File: config.mk
export PLATFORM = sky130hd
export DESIGN_NAME = vat_opsel
export DESIGN_NICKNAME = d
export VERILOG_FILES = /design/src/rtl/vat_pkg.sv /design/src/rtl/vat_opsel.sv
export SDC_FILE = /design/constraint.sdc
export NUM_CORES = 1
export LEC_CHECK = 0
export BUFFER_PORTS_ARGS = -buffer_cell sky130_fd_sc_hd__buf_2
export CORE_AREA = 8 8 251 253
export DETAILED_ROUTE_END_ITERATION = 10
export DIE_AREA = 0 0 259 261
export GPL_TIMING_DRIVEN = 0
export PLACE_DENSITY_LB_ADDON = 0.3
export SETUP_SLACK_MARGIN = 0.5
export SYNTH_ARGS = -nofsm -noshare
export SYNTH_HDL_FRONTEND = slang
export SYNTH_SLANG_ARGS = --single-unit
File: constraint.sdc
create_clock -name vclk -period 5.1
set_input_delay 0.255 -clock vclk [all_inputs]
set_output_delay 0.255 -clock vclk [all_outputs]
set_load 0.005 [all_outputs]
File: src/rtl/vat_pkg.sv
// ----------------------------------------------------------------------------
// vat_pkg: shared types and constants for the vertex affine transform
// Payload structs, register indexes, operation codes and the sine table
// generator used at elaboration.
// ----------------------------------------------------------------------------
package vat_pkg;

  // Register indexes on the configuration port
  localparam int CFG_IDX_W = 3;
  localparam logic [CFG_IDX_W-1:0] REG_MODE     = 3'd0;
  localparam logic [CFG_IDX_W-1:0] REG_AXIS     = 3'd1;
  localparam logic [CFG_IDX_W-1:0] REG_AMOUNT_X = 3'd2;
  localparam logic [CFG_IDX_W-1:0] REG_AMOUNT_Y = 3'd3;
  localparam logic [CFG_IDX_W-1:0] REG_AMOUNT_Z = 3'd4;
  localparam logic [CFG_IDX_W-1:0] REG_ANGLE    = 3'd5;

  // Transform modes
  localparam logic [1:0] MODE_TRANSLATE = 2'd0;
  localparam logic [1:0] MODE_SCALE     = 2'd1;
  localparam logic [1:0] MODE_REFLECT   = 2'd2;
  localparam logic [1:0] MODE_ROTATE    = 2'd3;

  // Axis / plane codes
  localparam logic [1:0] AXIS_X = 2'd0;
  localparam logic [1:0] AXIS_Y = 2'd1;
  localparam logic [1:0] AXIS_Z = 2'd2;

  localparam int CFG_DATA_W = 32;
  localparam int ANGLE_W    = 10;
  localparam int COORD_W    = 32;
  localparam int TAG_W      = 16;

  // Width of the exact sum before rounding and saturation
  localparam int SUM_W = 66;

  // pi in Q2.30
  localparam logic [63:0] PI_Q30 = 64'd3373259426;

  // Per-coordinate operation
  typedef enum logic [2:0] {
    OP_PASS,
    OP_ADD,
    OP_NEG,
    OP_SCALE,
    OP_ROT
  } lane_kind_t;

  // Operands of one coordinate lane: result = a*b + v*t (or a, a+b, -a)
  typedef struct packed {
    lane_kind_t                 kind;
    logic signed [COORD_W-1:0] a;
    logic signed [COORD_W-1:0] b;
    logic signed [COORD_W-1:0] v;
    logic signed [COORD_W-1:0] t;
  } lane_op_t;

  // Load enables of the lane pipeline stages
  typedef struct packed {
    logic s1;
    logic s2;
    logic s3;
  } stage_en_t;

  typedef struct packed {
    logic signed [COORD_W-1:0] vertex_x;
    logic signed [COORD_W-1:0] vertex_y;
    logic signed [COORD_W-1:0] vertex_z;
    logic        [TAG_W-1:0]   vertex_tag;
    logic                      last_in;
  } vertex_t;

  typedef struct packed {
    logic signed [COORD_W-1:0] out_x;
    logic signed [COORD_W-1:0] out_y;
    logic signed [COORD_W-1:0] out_z;
    logic        [TAG_W-1:0]   out_tag;
    logic                      last_out;
    logic                      overflow;
  } result_t;

  // Sine of k degrees in Q1.tfb, by a Taylor series in Q30 (elaboration only)
  function automatic logic [31:0] trig_entry(input int k, input int tfb);
    logic [63:0] x;
    logic [63:0] x2;
    logic [63:0] term;
    longint      sum;
    int          n;
    x    = (64'(k) * PI_Q30 + 64'd90) / 64'd180;
    x2   = (x * x) >> 30;
    term = x;
    sum  = longint'(x);
    for (n = 1; n <= 12; n++) begin
      term = ((term * x2) >> 30) / 64'((2 * n) * (2 * n + 1));
      if ((n % 2) == 1) begin
        sum = sum - longint'(term);
      end else begin
        sum = sum + longint'(term);
      end
    end
    if (sum < 0) begin
      sum = 0;
    end
    return 32'((sum + (longint'(1) << (29 - tfb))) >>> (30 - tfb));
  endfunction

endpackage

File: src/rtl/vat_opsel.sv
// ----------------------------------------------------------------------------
// vat_opsel: operand select
// Maps mode and axis onto one operation and its operands for each of the
// three coordinate lanes.
// ----------------------------------------------------------------------------
module vat_opsel (
  input  vat_pkg::vertex_t                       vertex,
  input  logic [1:0]                             mode,
  input  logic [1:0]                             axis,
  input  logic signed [vat_pkg::COORD_W-1:0]     amount_x,
  input  logic signed [vat_pkg::COORD_W-1:0]     amount_y,
  input  logic signed [vat_pkg::COORD_W-1:0]     amount_z,
  input  logic signed [vat_pkg::COORD_W-1:0]     sine,
  input  logic signed [vat_pkg::COORD_W-1:0]     cosine,
  output vat_pkg::lane_op_t                      op_x,
  output vat_pkg::lane_op_t                      op_y,
  output vat_pkg::lane_op_t                      op_z
);

  logic [1:0] ax;
  logic signed [vat_pkg::COORD_W-1:0] x;
  logic signed [vat_pkg::COORD_W-1:0] y;
  logic signed [vat_pkg::COORD_W-1:0] z;
  logic signed [vat_pkg::COORD_W-1:0] nsine;

  assign x     = vertex.vertex_x;
  assign y     = vertex.vertex_y;
  assign z     = vertex.vertex_z;
  assign nsine = -sine;
  // Axis code three acts as z
  assign ax    = (axis > vat_pkg::AXIS_Z) ? vat_pkg::AXIS_Z : axis;

  always_comb begin
    // Default: every lane passes its coordinate
    op_x = '{kind: vat_pkg::OP_PASS, a: x, b: '0, v: '0, t: '0};
    op_y = '{kind: vat_pkg::OP_PASS, a: y, b: '0, v: '0, t: '0};
    op_z = '{kind: vat_pkg::OP_PASS, a: z, b: '0, v: '0, t: '0};
    unique case (mode)
      vat_pkg::MODE_TRANSLATE: begin
        op_x = '{kind: vat_pkg::OP_ADD, a: x, b: amount_x, v: '0, t: '0};
        op_y = '{kind: vat_pkg::OP_ADD, a: y, b: amount_y, v: '0, t: '0};
        op_z = '{kind: vat_pkg::OP_ADD, a: z, b: amount_z, v: '0, t: '0};
      end
      vat_pkg::MODE_SCALE: begin
        op_x = '{kind: vat_pkg::OP_SCALE, a: x, b: amount_x, v: '0, t: '0};
        op_y = '{kind: vat_pkg::OP_SCALE, a: y, b: amount_y, v: '0, t: '0};
        op_z = '{kind: vat_pkg::OP_SCALE, a: z, b: amount_z, v: '0, t: '0};
      end
      vat_pkg::MODE_REFLECT: begin
        unique case (ax)
          vat_pkg::AXIS_X: op_x.kind = vat_pkg::OP_NEG;
          vat_pkg::AXIS_Y: op_y.kind = vat_pkg::OP_NEG;
          default:         op_z.kind = vat_pkg::OP_NEG;
        endcase
      end
      vat_pkg::MODE_ROTATE: begin
        unique case (ax)
          vat_pkg::AXIS_X: begin
            op_y = '{kind: vat_pkg::OP_ROT, a: y, b: cosine, v: z, t: nsine};
            op_z = '{kind: vat_pkg::OP_ROT, a: z, b: cosine, v: y, t: sine};
          end
          vat_pkg::AXIS_Y: begin
            op_x = '{kind: vat_pkg::OP_ROT, a: x, b: cosine, v: z, t: sine};
            op_z = '{kind: vat_pkg::OP_ROT, a: z, b: cosine, v: x, t: nsine};
          end
          default: begin
            op_x = '{kind: vat_pkg::OP_ROT, a: x, b: cosine, v: y, t: nsine};
            op_y = '{kind: vat_pkg::OP_ROT, a: y, b: cosine, v: x, t: sine};
          end
        endcase
      end
      default: ;
    endcase
  end

endmodule

### After elaboration in Yosys (flattened, before gate mapping)

Cells that the tools add are included.

| operators by class | value |
|---|---|
| add/subtract/negate cells | 1 |
| multipliers | 0 |
| div/mod/pow operators | 0 |
| $lt $le $gt $ge | 1 |
| equal/unequal tests | 4 |
| shift-type cells | 0 |
| mux-type cells | 13 |
| bitwise gates (word level) | 0 |
| reduce and logical (&&, ||, !) cells | 4 |

Operators by type and width:

| kind | number |
|---|---|
| case mux 131 bit (2 select lines) | 3 |
| case mux 128 bit (2 select lines) | 3 |
| case mux 3 bit (4 select lines) | 3 |
| negation 32 bit | 1 |
| two-way mux 2 bit | 4 |
| equality test 2 x 1 -> 1 bit, second input constant | 2 |
| equality test 2 bit, second input constant | 2 |
| logical NOT 2 bit | 2 |
| OR reduction 2 bit | 2 |
| > comparator 2 bit, second input constant | 1 |

| storage, ports and cells | value |
|---|---|
| bits in registers | 0 |
| latch bits | 0 |
| memory bits (writable) | 0 |
| ROM bits | 0 |
| output and inout port bits | 393 |
| memories kept | 0 |

### Depth between registers and ports, before layout

Gate-level depths: netlist of run 1.

| logic depth | value |
|---|---|
| depth after elaboration | 6 |
| gate-level depth with buffers | 9 |

### Least setup slack after synthesis of run 1

Ideal clock, no wire load.

| path | value |
|---|---|
| kind | input -> output |
| from | input sine[0] in the netlist's numbering |
| to | output op_x[24] in the netlist's numbering |
| data arrival time | 2379 ps |
| data required time | 4845 ps |
| slack | 2466 ps |
| stages | 9 |
| cell sequence | inv_1 > ha_1 > or4b_1 > clkbuf_1 > or3_4 > or4_1 > buf_2 > nand2b_1 > a31oi_1 |

RTL lines:

| item | RTL line | RTL |
|---|---|---|
| from (decl) | vat_opsel.sv:13 | `input logic signed [vat_pkg::COORD_W-1:0] sine,` |
| to (decl) | vat_opsel.sv:15 | `output vat_pkg::lane_op_t op_x,` |

==> results of run 1 <==
## stage by stage
step / utilization / worst slack, ps / hold WS [ps] / cell area [sq um]
6_report: 0.167 / 1490 / 798 / 9880
4_1_cts: 0.166 / 1240 / 797 / 9880
3_3_place_gp: 0.166 / 1220 / 801 / 9880
5_1_grt: 0.166 / 1180 / 811 / 9880
3_5_place_dp: 0.166 / 1250 / 796 / 9880
2_1_floorplan: - / 2470 / 575 / 5710
## cell type report
class	count	area (sq um)
tap	782	978
multi-input combinational	758	4510
buffer	210	1170
antenna	2	5.00
fill	7056	49500
inverter	8	30.0
timing repair buffer	637	3190
## layout by cell type, fill, tap and decap left out, types with 6 or more instances in the layout
master      n
buf_2     640
nor2_1    171
a21oi_1   100
buf_4      98
a22o_1     97
clkbuf_1   95
and3_1     64
o21ai_0    52
nand2_1    43
mux2i_1    33
nor3_1     30
nor4_1     23
o31ai_1    23
xor2_1     18
nand3_1    17
or3_1      16
buf_1      13
nand4_1     9
xnor2_1     8
a31oi_1     7
inv_1       6
## worst max-delay path by stage
stage	slack (ps)	startpoint	to
2_1_floorplan	2470	sine[0]	op_x[24]
4_1_cts	1240	axis[1]	op_x[1]
6_report	1490	sine[5]	op_y[27]
3_3_place_gp	1220	axis[1]	op_x[1]
5_1_grt	1180	sine[5]	op_y[17]
3_5_place_dp	1250	axis[1]	op_x[1]
## logic make-up (layout without fill, tap and decap cells)
| kind of cell | after synthesis | after routing |
|---|---|---|
| simple gates | 391 | 391 |
| compound gates | 307 | 307 |
| buf+inv | 218 | 855 |
| mux | 33 | 33 |
| xor+xnor | 26 | 26 |
| fa+ha+maj | 1 | 1 |
| other cells | 0 | 2 |
## routing by layer
metal	vias up	global-route usage
met2	727	0.298
met5	-	0
met4	6	0.0380
met1	4966	0.195
li1	4733	-
met3	97	0.0417
==> qor.yml, run 1 <==
status: "finished clean"
final_max_slew_viol_count: 0
rsz0062_at_grt: "false"
min_period_over_period: 0.708
netlist_instances: 976
wl_met3_mm: 5.81
synth_xor_area_frac: 0.0399
ys_types: 48
drtAntennaViolNets: 0
holdPathEnd: "op_z[120]"
dieArea_sq_mm: 0.0676
grt_pass1_vias: 10590
cpPeakStageDelay_ps: 1020
required_ps: 4850
die_w_um: 259
port_buffers: 637
ys.warnings.count: 0
synthMuxAreaShare: 0.0578
netlist.top_cell.by_area: "a22o_1"
drc: 0
yosysSeqAreaShare: 0
drt-vias-per-instance: 4.39
hp-start: "vertex[41]"
fin_crit_ps: 3610
vias: 10529
rows: 90
dr.pass1.iters: 5
drive_gt1_frac: 0.464
coreArea_sq_mm: 0.0593
hold_path_class: "primary input to output port"
netlist_top_cells_count: "nor2_1, a21oi_1, buf_4"
slowest_stage: "nor4_1"
cp.arrival_ps: 3360
tns_ps: 0
top_layer: "met5"
path_cells: "clkbuf_1 > nor4_1 > nand3_1 > buf_2 > buf_1 > nor4_1 > o21ai_0 > a21oi_1 > buf_2"
cpLargestDelayFamily: "simple AND/OR/NAND/NOR gates"
synth.top_cell.area_share: 0.149
synth_top_family_by_area: "compound AO/OA/AOI/OAI gates"
grt_antenna_before_repair: 18
finalSetupViolations: 0
grt_pass1_wl_mm: 81.5
layout.area.seq_sq_um: 0
start_kind: "primary input"
grt.total_usage: 0.166
synth_area_sq_mm: 0.00571
clkbuf_count: 0
fmax_mhz: 277
hpwl_mm: 52.8
syn-num-nets: 1254
yosysMostFrequentCell: "nor2_1"
synth.avg_cell_area_sq_um: 5.85
syn_to_final_growth_pct: 73.0
place.gp.congestion: 0.889
nets: 1893
drt_iter0_drc: 887
end_kind: "output port"
totalWireLength_mm: 61.8
cts_setup_buffers: 0
slew_headroom: 0.0982
seq_cells: 0
synth_simple_gate_area_share: 0.328
cp.depth: 9
cap_violations: 0
cts_hold_buf: 0
start_util: 0.0962
placed_cells: 2395
ioPinCount: 670
grt_start_max_net_pins: 13
final_hold_viol_count: 0
synth.area.top_cells: "a22o_1, buf_4, nor2_1"
cp_num_buf_inv: 4
stdcell_count: 2397
critical_path_class: "primary input to output port"
worst_pin_slew_ps: 1340
wl_per_cell_um: 25.8
die_h_um: 261
critPathMaxFanout: 10
met1_length_mm: 24.0
synth_compound_area_frac: 0.362
grt-ovfl-total: 0
cts_resized: 0
synth_fa_ha_area_frac: 0.00219
hold_depth: 3
dr_wl_met2_mm: 30.3
==> run 2, diff against run 1 <==
==> constraint.sdc (replaced) <==
create_clock -name vclk -period 3.8
set_input_delay 0.19 -clock vclk [all_inputs]
set_output_delay 0.19 -clock vclk [all_outputs]
set_load 0.005 [all_outputs]
==> run 2 against run 1 <==
Effect of this change: sequential share of layout area stayed put; first-iteration DRC count rose by 5.1%; setup slack got worse by 880 ps; non-clock buffer count is the same; clock-buffer cell count did not move; critical endpoint is now op_x[24]; final area up 0.43%; cell count hardly changed; sequential cell count is the same; global-route usage hardly changed.
==> qor.yml, run 2 (synthesis results as in run 1) <==
status: "finished clean"
drtAntennaViolNets: 0
fillCellCount: 7053
final_hold_viol_count: 0
start_util: 0.0962
worst_pin_slew_ps: 1260
required_ps: 3610
rsz0062_at_grt: "false"
cap_violations: 0
nets: 1893
fin_crit_ps: 3200
cts_hold_buf: 0
grt.total_usage: 0.166
start_kind: "primary input"
final_common_cell: "buf_2"
slew_headroom: 0.162
layout.area.seq_sq_um: 0
coreArea_sq_mm: 0.0593
hpwl_mm: 52.8
grt_use_met3: 0.0417
hold_path_class: "primary input to output port"
grt_util_met1: 0.195
post-place-ws_ps: 82.3
min_period_over_period: 0.841
drt-vias-per-instance: 4.37
critPathMaxFanout: 8
grtUsageMet2: 0.298
grt-ovfl-total: 0
grt_pass1_wl_mm: 81.5
seq_cells: 0
syn_to_final_growth_pct: 73.8
totalWireLength_mm: 61.7
die_h_um: 261
wl_per_cell_um: 25.7
end_kind: "output port"
grt_start_max_net_pins: 13
grt_pass1_vias: 10594
place.gp.congestion: 0.889
die_w_um: 259
path_cells: "buf_2 > inv_1 > ha_4 > or4b_1 > clkbuf_1 > or3_4 > or4_1 > buf_2 > nand2b_1 > a31oi_1 > buf_2"
critical_path_class: "primary input to output port"
cpPeakStageDelay_ps: 500
slowest_stage: "or4b_1"
fmax_mhz: 313
multi_input_area_sq_mm: 0.00454
crit_path_frequent_cell: "buf_2"
finalSetupViolations: 0
rows: 90
grt_antenna_before_repair: 18
final_cell_mix: "buf_2, nor2_1, a21oi_1"
drive_gt1_frac: 0.469
dr.pass1.iters: 5
busiest_layer: "met2"
final_max_slew_viol_count: 0
tns_ps: 0
drc: 0
cp.arrival_ps: 3010
clkbuf_count: 0
ioPinCount: 670
port_buffers: 637
drt_iter0_drc: 932
vias: 10489
worst_slack_ps: 604
dieArea_sq_mm: 0.0676
[run 2: cell types whose count changed in the layout (fill, tap and decap cells not counted), sizes merged]
cell           delta
buf               -2
clkbuf            +1
clkdlybuf4s15     +1
diode             +1
[run 2: path summary, 6_finish.rpt]
| path | from | end | slack (ps) | depth (start not counted) |
|---|---|---|---|---|
| hold / removal | vertex[32] | op_z[111] | 670 | 3 |
| setup / recovery | sine[0] | op_x[24] | 600 | 11 |
[run 2: repair_timing]
| item | 4_1_cts | 5_1_grt |
|---|---|---|
| buffers inserted | 0 | 0 |
| gates resized for setup | 5 | 8 |
| endpoints found under the setup margin | 29 | 6 |
[run 2: worst max-delay path, delay by kind of cell]
| kind | cells | cell delay, ps |
|---|---|---|
| adders and majority gates | 1 | 220 |
| AOI/OAI and AO/OA | 1 | 240 |
| and+or+nand+nor | 4 | 1480 |
| buffers and inverters | 5 | 860 |
[run 2: cell type report]
type | count | share of cell area
Multi-Input combinational cell | 758 | 0.458
Buffer | 210 | 0.119
Tap cell | 782 | 0.0986
Inverter | 8 | 0.00303
Antenna cell | 3 | 0.000756
Timing Repair Buffer | 637 | 0.321
[run 2: layer usage]
layer | wire length, um | share of wire
met2 | 30200 | 0.49
met4 | 1610 | 0.026
met1 | 23900 | 0.39
met3 | 5930 | 0.096
met5 | 35 | 0.00057
[run 2: per-stage QoR]
step / area [sq um] / cells / hold WS [ps] / util
after global placement: 9880 / 2395 / 671 / 0.166
after detailed placement: 9880 / 2395 / 666 / 0.166
after floorplan: 5710 / 976 / 445 / -
after CTS: 9890 / 2395 / 667 / 0.167
after global routing: 9920 / 2396 / 681 / 0.167
final: 9920 / 2398 / 670 / 0.167
